--- config.mk ---
export PLATFORM = sky130hd
export DESIGN_NAME = priority_schedule_timing
export DESIGN_NICKNAME = d
export VERILOG_FILES = /design/src/rtl/core/pst_pkg.sv /design/src/rtl/core/priority_schedule_timing.sv
export SDC_FILE = /design/constraint.sdc
export NUM_CORES = 2
export LEC_CHECK = 0
export BUFFER_PORTS_ARGS = -buffer_cell sky130_fd_sc_hd__clkbuf_2
export CORE_MARGIN = 4
export CORE_UTILIZATION = 45
export DETAILED_ROUTE_END_ITERATION = 8
export GPL_TIMING_DRIVEN = 0
export PLACE_DENSITY_LB_ADDON = 0.08
export SYNTH_ARGS = -nofsm -noshare
export SYNTH_HDL_FRONTEND = slang
export SYNTH_SLANG_ARGS = --single-unit
export TNS_END_PERCENT = 5
--- constraint.sdc ---
create_clock -name i_clk -period 9.7 [get_ports i_clk]
set_input_delay 0.485 -clock i_clk [delete_from_list [all_inputs] [get_ports i_clk]]
set_output_delay 0.485 -clock i_clk [all_outputs]
set_load 0.01 [all_outputs]
--- src/rtl/core/pst_pkg.sv ---
package pst_pkg;

    localparam int MAX_JOBS_DEF = 32;

    typedef struct packed {
        logic [15:0] burst_time;
        logic [7:0]  priority_req;
        logic        last;
    } t_in_item;

    typedef struct packed {
        logic        row_kind;
        logic [5:0]  job_number;
        logic [15:0] job_burst;
        logic [7:0]  job_priority;
        logic [20:0] turnaround;
        logic [20:0] waiting;
        logic [25:0] total_turnaround;
        logic [20:0] avg_turnaround;
        logic [25:0] total_waiting;
        logic [20:0] avg_waiting;
        logic        overflow;
        logic        last_result;
    } t_out_item;

    // one memory word: burst, priority, arrival number
    typedef struct packed {
        logic [15:0] burst;
        logic [7:0]  pri;
        logic [5:0]  num;
    } t_job;

    typedef enum logic [3:0] {
        ST_LOAD,
        ST_RD_I,
        ST_RD_J,
        ST_CMP,
        ST_WR_I,
        ST_NEXT_J,
        ST_EMIT_RD,
        ST_EMIT,
        ST_DIV,
        ST_SUM
    } t_state;

endpackage

--- src/rtl/core/priority_schedule_timing.sv ---
// Nonpreemptive priority scheduler. Each job item is taken while start is
// high and busy is low; the item with last set closes the set, and busy stays
// high until the cycle in which the summary row is on o_result. Jobs live in
// one single-port-write, single-read synchronous memory. The exchange sort
// runs over it: each outer pass reloads a[i], each pair is read and compared,
// and a swap writes a[j] and then a[i]. Job rows go out one per cycle. Two
// 26-bit restoring divisions run side by side, one quotient bit per cycle,
// after the last job row. Each row comes with o_strobe high for a single
// cycle; the receiver cannot stall. o_result.overflow is set on every row of
// a set that lost jobs. busy is high while reset is asserted.
module priority_schedule_timing
    #(
        parameter int MAX_JOBS = pst_pkg::MAX_JOBS_DEF
    )
    (
        input  logic               i_clk,
        input  logic               i_rst_n,
        input  logic               start,
        output logic               busy,
        input  pst_pkg::t_in_item  i_item,
        output logic               o_strobe,
        output pst_pkg::t_out_item o_result
    );
    import pst_pkg::*;

    localparam int AW = (MAX_JOBS > 1) ? $clog2(MAX_JOBS) : 1;
    localparam int CW = $clog2(MAX_JOBS + 1);
    localparam int SW = 26;

    t_job r_mem [MAX_JOBS];
    t_job r_rd;
    logic [AW-1:0] w_raddr;
    logic          w_we;
    logic [AW-1:0] w_waddr;
    t_job          w_wdata;

    always_ff @(posedge i_clk) begin
        if (w_we) begin
            r_mem[w_waddr] <= w_wdata;
        end
        r_rd <= r_mem[w_raddr];
    end

    t_state r_state, n_state;
    logic [CW-1:0] r_cnt, n_cnt;
    logic          r_drop, n_drop;
    logic [CW-1:0] r_i, n_i, r_j, n_j;
    t_job          r_a, n_a;
    logic [20:0]   r_el, n_el;
    logic [SW-1:0] r_tt, n_tt, r_tw, n_tw;
    logic [SW-1:0] r_qt, n_qt, r_qw, n_qw;
    logic [SW-1:0] r_rt, n_rt, r_rw, n_rw;
    logic [4:0]    r_bit, n_bit;
    logic          r_stb, n_stb;
    t_out_item     r_out, n_out;

    always_ff @(posedge i_clk) begin
        if (!i_rst_n) begin
            r_state <= ST_LOAD;
            r_cnt   <= '0;
            r_drop  <= 1'b0;
            r_stb   <= 1'b0;
        end else begin
            r_state <= n_state;
            r_cnt   <= n_cnt;
            r_drop  <= n_drop;
            r_stb   <= n_stb;
        end
        r_i   <= n_i;
        r_j   <= n_j;
        r_a   <= n_a;
        r_el  <= n_el;
        r_tt  <= n_tt;
        r_tw  <= n_tw;
        r_qt  <= n_qt;
        r_qw  <= n_qw;
        r_rt  <= n_rt;
        r_rw  <= n_rw;
        r_bit <= n_bit;
        r_out <= n_out;
    end

    logic [SW:0]   w_trt, w_trw;
    logic [SW-1:0] w_den;
    logic [20:0]   w_el;

    always_comb begin
        n_state = r_state;
        n_cnt   = r_cnt;
        n_drop  = r_drop;
        n_i     = r_i;
        n_j     = r_j;
        n_a     = r_a;
        n_el    = r_el;
        n_tt    = r_tt;
        n_tw    = r_tw;
        n_qt    = r_qt;
        n_qw    = r_qw;
        n_rt    = r_rt;
        n_rw    = r_rw;
        n_bit   = r_bit;
        n_stb   = 1'b0;
        n_out   = r_out;
        w_raddr = r_i[AW-1:0];
        w_we    = 1'b0;
        w_waddr = r_cnt[AW-1:0];
        w_wdata = r_a;
        busy    = 1'b1;
        w_den   = SW'(r_cnt);
        w_trt   = {r_rt, r_qt[SW-1]} - {1'b0, w_den};
        w_trw   = {r_rw, r_qw[SW-1]} - {1'b0, w_den};
        w_el    = r_el + 21'(r_rd.burst);

        case (r_state)
            ST_LOAD: begin
                busy = !i_rst_n;
                if (start) begin
                    if (r_cnt < CW'(MAX_JOBS)) begin
                        w_we    = 1'b1;
                        w_waddr = r_cnt[AW-1:0];
                        w_wdata = '{burst: i_item.burst_time, pri: i_item.priority_req,
                                    num: 6'(r_cnt + 1'b1)};
                        n_cnt   = r_cnt + 1'b1;
                    end else begin
                        n_drop = 1'b1;
                    end
                    if (i_item.last) begin
                        n_i     = '0;
                        n_state = ST_RD_I;
                    end
                end
            end
            ST_RD_I: begin
                // reload a[i] each outer pass; j starts past i
                w_raddr = r_i[AW-1:0];
                n_j     = r_i + 1'b1;
                if (r_i + 1'b1 >= n_cnt) begin
                    n_i     = '0;
                    n_el    = '0;
                    n_tt    = '0;
                    n_tw    = '0;
                    n_state = ST_EMIT_RD;
                end else begin
                    n_state = ST_RD_J;
                end
            end
            ST_RD_J: begin
                if (r_j == r_i + 1'b1) begin
                    n_a = r_rd;
                end
                w_raddr = r_j[AW-1:0];
                n_state = ST_CMP;
            end
            ST_CMP: begin
                if (r_a.pri > r_rd.pri) begin
                    // a[j] <= held a[i]; held copy becomes old a[j]
                    w_we    = 1'b1;
                    w_waddr = r_j[AW-1:0];
                    w_wdata = r_a;
                    n_a     = r_rd;
                    n_state = ST_WR_I;
                end else begin
                    n_state = ST_NEXT_J;
                end
            end
            ST_WR_I: begin
                w_we    = 1'b1;
                w_waddr = r_i[AW-1:0];
                w_wdata = r_a;
                n_state = ST_NEXT_J;
            end
            ST_NEXT_J: begin
                if (r_j + 1'b1 >= r_cnt) begin
                    n_i     = r_i + 1'b1;
                    n_state = ST_RD_I;
                end else begin
                    n_j     = r_j + 1'b1;
                    w_raddr = n_j[AW-1:0];
                    n_state = ST_CMP;
                end
            end
            ST_EMIT_RD: begin
                w_raddr = r_i[AW-1:0];
                n_state = ST_EMIT;
            end
            ST_EMIT: begin
                n_el  = w_el;
                n_tt  = r_tt + SW'(w_el);
                n_tw  = r_tw + SW'(r_el);
                n_stb = 1'b1;
                n_out = '0;
                n_out.job_number   = r_rd.num;
                n_out.job_burst    = r_rd.burst;
                n_out.job_priority = r_rd.pri;
                n_out.turnaround   = w_el;
                n_out.waiting      = r_el;
                n_out.overflow     = r_drop;
                n_i = r_i + 1'b1;
                if (r_i + 1'b1 >= r_cnt) begin
                    n_qt    = n_tt;
                    n_qw    = n_tw;
                    n_rt    = '0;
                    n_rw    = '0;
                    n_bit   = 5'(SW - 1);
                    n_state = ST_DIV;
                end else begin
                    w_raddr = n_i[AW-1:0];
                    n_state = ST_EMIT;
                end
            end
            ST_DIV: begin
                // restoring division, dividend shifts out of q as quotient shifts in
                if (!w_trt[SW]) begin
                    n_rt = w_trt[SW-1:0];
                    n_qt = {r_qt[SW-2:0], 1'b1};
                end else begin
                    n_rt = {r_rt[SW-2:0], r_qt[SW-1]};
                    n_qt = {r_qt[SW-2:0], 1'b0};
                end
                if (!w_trw[SW]) begin
                    n_rw = w_trw[SW-1:0];
                    n_qw = {r_qw[SW-2:0], 1'b1};
                end else begin
                    n_rw = {r_rw[SW-2:0], r_qw[SW-1]};
                    n_qw = {r_qw[SW-2:0], 1'b0};
                end
                n_bit = r_bit - 1'b1;
                if (r_bit == '0) begin
                    n_state = ST_SUM;
                end
            end
            ST_SUM: begin
                n_stb = 1'b1;
                n_out = '0;
                n_out.row_kind         = 1'b1;
                n_out.total_turnaround = r_tt;
                n_out.total_waiting    = r_tw;
                n_out.avg_turnaround   = (r_cnt == '0) ? '0 : r_qt[20:0];
                n_out.avg_waiting      = (r_cnt == '0) ? '0 : r_qw[20:0];
                n_out.overflow         = r_drop;
                n_out.last_result      = 1'b1;
                n_cnt   = '0;
                n_drop  = 1'b0;
                n_state = ST_LOAD;
            end
            default: begin
                n_state = ST_LOAD;
            end
        endcase
    end

    assign o_strobe = r_stb;
    assign o_result = r_out;

endmodule

== After elaboration in Yosys (flattened, before gate mapping) ==
Memory sizes are Yosys's and may differ from the RTL's. A register that Yosys moved wholly into a read port is not among the register bits.
Index checks and enable logic that the tools add are counted.

* Flip-flop bits (word level): 405
* Memory bits (writable): 960
* Input bits: 28
* Output and inout bits: 171
* Word-level logic and storage cells: 144
* Memories: 1

* Add/subtract/negate cells: 9
* Magnitude comparators: 4
* Equality and inequality tests: 21
* Muxes and demuxes: 60
* Reduce and logical (&&, ||, !) cells: 20

{| class="wikitable"
|+ Memories
! name !! words !! width !! read ports !! clocked after Yosys merged registers in !! write ports !! RTL line !! RTL
|-
| r_mem || 32 || 30 || 1 || 1 || 1 || priority_schedule_timing.sv:30 || <nowiki>t_job r_mem [MAX_JOBS];</nowiki>
|}

{| class="wikitable"
|+ Operators with widths
! operator !! number
|-
| 169-bit one-hot mux with 2 select lines || 1
|-
| 26-bit one-hot mux with 2 select lines || 6
|-
| 30-bit two-way mux || 5
|-
| 26-bit two-way mux || 5
|-
| 21-bit two-way mux || 3
|-
| 30-bit one-hot mux with 2 select lines || 1
|-
| 27-bit by 6-bit subtractor with 27-bit output || 2
|-
| 26-bit by 21-bit adder with 26-bit output || 2
|-
| 6-bit two-way mux || 7
|-
| 21-bit one-hot mux with 2 select lines || 1
|-
| 4-bit one-hot mux with 9 select lines || 1
|-
| 6-bit one-hot mux with 2 select lines || 2
|-
| 6-bit one-hot mux with 4 select lines || 1
|-
| 2-bit inequality test, second input constant || 11
|-
| 21-bit by 16-bit adder with 21-bit output || 1
|-
| 5-bit two-way mux || 4
|-
| 5-bit one-hot mux with 2 select lines || 2
|-
| 6-bit by 1-bit adder with 6-bit output, second input constant || 3
|-
| 4-bit by 3-bit equality test with 1-bit output, second input constant || 4
|-
| 4-bit two-way mux || 4
|-
| 5-bit one-hot mux with 3 select lines || 1
|-
| 6-bit greater-or-equal comparator || 2
|-
| 1-bit two-way mux || 12
|-
| 3-bit AND reduction || 4
|-
| 20 further kinds || 29
|}

== Depth between registers and ports, before layout ==
* Depth after elaboration: 6
* Gate-level depth with buffers: 22
* Mapped depth without buffers: 22

== Worst setup path before layout ==
No wires, ideal clock.

* Path type: register -> register
* Start: register r_i[0]
* End: register r_bit[0] (enable)
* Data arrival time: 9.706 ns
* Required time: 8.971 ns
* Slack: -0.736 ns
* Cell stages (with the launch flop): 10
* Period minus slack after synthesis: 10.436 ns
* Cells stage by stage: edfxtp_1 > ha_1 > nand3_1 > xor2_1 > inv_1 > ha_1 > a41oi_1 > o22a_1 > buf_4 > o21ai_0

* Cells in the longest elaborated chain, start to end: 4

{| class="wikitable"
|+ RTL lines
! item !! RTL line !! RTL
|-
| from (decl) || priority_schedule_timing.sv:47 || <nowiki>logic [CW-1:0] r_i, n_i, r_j, n_j;</nowiki>
|-
| from (signal assigned) || priority_schedule_timing.sv:69 || <nowiki>r_i <= n_i;</nowiki>
|-
| 6-bit by 1-bit adder with 6-bit output || priority_schedule_timing.sv:199 || <nowiki>if (r_i + 1'b1 >= r_cnt) begin</nowiki>
|-
| 6-bit greater-or-equal comparator || priority_schedule_timing.sv:199 ||
|-
| 2-bit inequality test (no source line) || - ||
|-
| 2-bit AND reduction (no source line) || - ||
|-
| to (signal assigned) || priority_schedule_timing.sv:79 || <nowiki>r_bit <= n_bit;</nowiki>
|-
| to (decl) || priority_schedule_timing.sv:53 || <nowiki>logic [4:0] r_bit, n_bit;</nowiki>
|}

Every way passes these cells.
A chain may end at the register's enable or synchronous reset.

== Worst setup path after layout ==
* Start: register r_el[1]
* End: register r_qt[24], data pin

* Cells in the longest elaborated chain, start to end: 4

{| class="wikitable"
|+ RTL lines
! item !! RTL line !! RTL
|-
| from (decl) || priority_schedule_timing.sv:49 || <nowiki>logic [20:0] r_el, n_el;</nowiki>
|-
| from (signal assigned) || priority_schedule_timing.sv:72 || <nowiki>r_el <= n_el;</nowiki>
|-
| 21-bit by 16-bit adder with 21-bit output || priority_schedule_timing.sv:112 || <nowiki>w_el = r_el + 21'(r_rd.burst);</nowiki>
|-
| via w_el[11] || priority_schedule_timing.sv:85 || <nowiki>logic [20:0] w_el;</nowiki>
|-
| 26-bit by 21-bit adder with 26-bit output || priority_schedule_timing.sv:188 || <nowiki>n_tt = r_tt + SW'(w_el);</nowiki>
|-
| 26-bit two-way mux || priority_schedule_timing.sv:199 ||
|-
| 26-bit one-hot mux with 2 select lines || priority_schedule_timing.sv:114 || <nowiki>case (r_state)</nowiki>
|-
| via n_qt[24] || priority_schedule_timing.sv:51 || <nowiki>logic [SW-1:0] r_qt, n_qt, r_qw, n_qw;</nowiki>
|-
| to (signal assigned) || priority_schedule_timing.sv:75 || <nowiki>r_qt <= n_qt;</nowiki>
|-
| to (decl) || priority_schedule_timing.sv:51 ||
|}

The timed path passes the listed nets, and every way through them passes these cells. The select of a mux whose other input is x is not followed.

==> impl_metrics.py <==
metrics = {
    "sta": {
        "fin_tns_setup_ns": 0,
        "final_hold_fails": 0,
        "rsz0062_at_grt": "no",
        "slew-limit-headroom_pct": 10.7,
        "fmax_ghz": 0.172,
        "slew_viol_final": 0,
        "finalCritPeriodShare_pct": 60.0,
        "worst-slew-pin-transition_ns": 1.34,
        "setup_viol": 0,
        "fin_worst_skew_ns": 0.0242,
        "final.min_clock_period_ns": 5.82,
    },
    "pwr": {
        "power.density_cell_area_mw_per_mm2": 354,
        "peakVddDrop_mv": 0.228,
        "static_leak_nw": 23.0,
    },
    "grt": {
        "globalRouteTotalUtil_pct": 23.2,
        "gr-usage-met2_pct": 39.0,
        "gr-total-overflow": 0,
        "busiest_layer": "met2",
        "grt_start_max_net_pins": 67,
        "grt_first_pass_wirelength_mm": 228,
        "met1_usage_pct": 32.1,
        "antenna_violations_before_repair": 3,
        "globalRouteMet3Util_pct": 3.66,
        "grt_pass1_vias": 33100,
    },
    "cells_and_area": {
        "diodes": 0,
        "nFillCells": 10600,
        "final_layout_size_suffix_gt1_share_pct": 18.8,
        "layout.nets": 4161,
        "finish.utilization_pct": 52.4,
        "synthToLayoutAreaGrowth_pct": 15.8,
        "mostFrequentLayoutCells": "sky130_fd_sc_hd__edfxtp_1 (1352), sky130_fd_sc_hd__nand2_1 (353), sky130_fd_sc_hd__nor2_1 (220), sky130_fd_sc_hd__clkbuf_2 (198), sky130_fd_sc_hd__mux4_2 (175)",
        "layout_commonest_cell": "sky130_fd_sc_hd__edfxtp_1",
    },
    "worst_hold_path": {
        "min-delay-path-class": "input pin to flip-flop",
    },
    "synthesis": {
        "ys_async_sr_fraction_pct": 0,
        "synth_enable_flop_cells": 1352,
        "synthCells": 3637,
        "synth_top_area_share_pct": 70.3,
        "yosys-top-cells-area": "sky130_fd_sc_hd__edfxtp_1 (70%), sky130_fd_sc_hd__mux4_2 (6.8%), sky130_fd_sc_hd__nand2_1 (2.3%), sky130_fd_sc_hd__ha_1 (2.1%), sky130_fd_sc_hd__and2_1 (1.7%)",
        "synth_area_mm2": 0.0577,
        "ys_warn_count": 0,
        "number_of_register_bits_inferred_by_synthesis": 1394,
        "synth_top_flop_cell": "sky130_fd_sc_hd__edfxtp_1",
        "netlist-cell-type-count": 89,
        "syn_nets": 3765,
        "synth_area_per_cell_um2": 15.9,
        "sequential_element_share_of_the_synthesized_area_pct": 71.8,
        "synth.largest_area_cell": "sky130_fd_sc_hd__edfxtp_1",
    },
    "floorplan": {
        "floorplan.die.height_um": 366,
        "chipWidth_um": 366,
        "boundaryPins": 199,
        "start_util_pct": 45.3,
        "design.die.area_mm2": 0.134,
        "site_rows": 131,
        "placeableCoreArea_mm2": 0.128,
    },
    "detailed_routing": {
        "initialDrtViolationCount": 2884,
        "detail-route-antenna-nets": 0,
        "post-route-drc-count": 0,
        "detailedRoute.firstPassIterationCount": 6,
        "totalWireLength_mm": 156,
        "num_vias": 32800,
        "wire_per_inst_um": 26.9,
        "route.detailed.vias_per_inst": 5.64,
    },
    "setup_path": {
        "cp.arrival_ns": 6.29,
        "worstSetupEndpointType": "flip-flop",
        "cp_data_required_time_ns": 10.17,
        "timing.setup.critical_path_class": "flip-flop to flip-flop",
        "critical_path_buf_inv_count": 1,
        "critPathLaunchType": "flip-flop",
        "worst-path-max-fanout": 3,
        "rrSetupSlack_ns": 3.88,
        "worst_path_largest_cell_delay_ns": 0.68,
        "path_cells": "ha_1, a21o_1, a21oi_1, o21ai_0, a31o_2, a311o_1, a21o_1, a21oi_1, xor2_1, inv_1, ha_1, a21o_1, a21oi_1, nand2_1, o311ai_0, a21oi_1, a31oi_1, nor3b_1, xnor2_1, a21oi_1",
        "path_delay_family": "compound AO/OA/AOI/OAI gates",
        "crit_slowest_cell": "sky130_fd_sc_hd__o311ai_0",
        "cell_repeated_most_along_the_worst_path": "sky130_fd_sc_hd__a21oi_1",
    },
    "placement": {
        "place_hpwl_mm": 107,
        "placer_congestion_estimate": 0.858,
        "placement.io_buffers": 198,
    },
    "clock_tree": {
        "tritoncts_clock_tree": "built",
        "cts.root.buffer_cell": "sky130_fd_sc_hd__clkbuf_16",
        "cts_buffer_depth": 3,
        "cts.reportedPaths.clkPinSlew_ns": 0.06,
        "tritoncts_buffers": 149,
        "ctsResizeCount": 0,
        "clkSinkCount": 1394,
        "htree_depth": 4,
        "worst_skew_pair_latency_ns": 0.78,
    },
    "run": {
        "timing.max_cap.violations": 0,
    },
    "outcome": {
        "status": "finished, final reports clean",
    },
}
-- Yosys cell counts, drive strengths merged, types with 56 or more instances --
cell,n
edfxtp,1352
nand2,355
xnor2,67
and2,156
mux4,175
a21oi,106
xor2,56
nand3,116
inv,70
o22ai,60
a22oi,62
buf,88
o21ai,82
ha,95
nor2,254
clkbuf,82
-- stage by stage --
stage               instances  total power, mW  worst slack [ns]  hold slack (ns)  instance area, µm²
finish                   5818             23.7              3.88            0.101               66800
global route             5818             24.9              3.65            0.109               66800
CTS                      5818             23.8              4.01           0.0405               66800
detailed placement       5543             18.3              4.05            0.419               62100
global placement         5497             18.1             -1.16            0.415               60800
floorplan                3637             14.6              2.22            0.400               57700
-- worst paths after layout --
kind,from,endpoint,depth (start not counted)
max,r_el[1],r_qt[24],20
min,start,r_drop,3
max reg2reg,r_el[1],r_qt[24],20
min reg2reg,r_rd[4],r_a[4],0
-- final cells by class --
class / count / area [µm²] / share of cell area (%)
multi-input cells: 2002 / 15400 / 23.1
inverters: 71 / 267 / 0.399
clock inverters: 78 / 717 / 1.07
plain buffers: 170 / 896 / 1.34
clock buffers: 196 / 4010 / 5.99
well taps: 1662 / 2080 / 3.11
flip-flops and latches: 1394 / 41400 / 62.0
repair buffers: 245 / 2010 / 3.00
-- layer usage --
metal  up-vias  part of all wire [%]
met4         0                   1.8
li1      14800                     -
met1     16700                    43
met2      1076                    49
met5         -                     0
met3       187                   5.8
-- tightest hold or removal path, cell delays in order --
cell                       delay, ns
sky130_fd_sc_hd__clkbuf_2       0.14
sky130_fd_sc_hd__a41oi_1        0.12
sky130_fd_sc_hd__nor2_1         0.08
-- power breakdown --
group          switching, mW  leakage, nW  internal, mW  total, mW
combinational           6.37         7.81          3.55       9.91
clock                   2.39         2.29          3.15       5.53
sequential             0.305         12.9          7.91       8.21
-- timing repair --
item	CTS	global route
setup endpoints to repair	0	0
buffers inserted	0	0
hold endpoints to repair	1	0
hold buffers	1	0
-- state kept, by name, summed over array words and instances, names as in the netlist, 26 cells and up --
signal    flops
r_qw         26
r_rd         30
r_rt         26
r_mem       960
o_result    168
r_tw         26
r_qt         26
r_a          30
r_rw         26
r_tt         26
-- logic make-up (layout without fill, tap and decap cells) --
kind of cell             Yosys count  in the layout  synth area share [%]
flip-flops                      1394           1394                  71.8
AND/OR/NAND/NOR                 1058           1058                  8.82
AO/OA/AOI/OAI                    499            499                  5.66
buffers and inverters            241            760                  2.01
multiplexers                     222            222                  7.65
XOR/XNOR                         123            123                  1.87
adder cells (fa/ha/maj)          100            100                  2.23
Power figures use the tool's default switching activity.
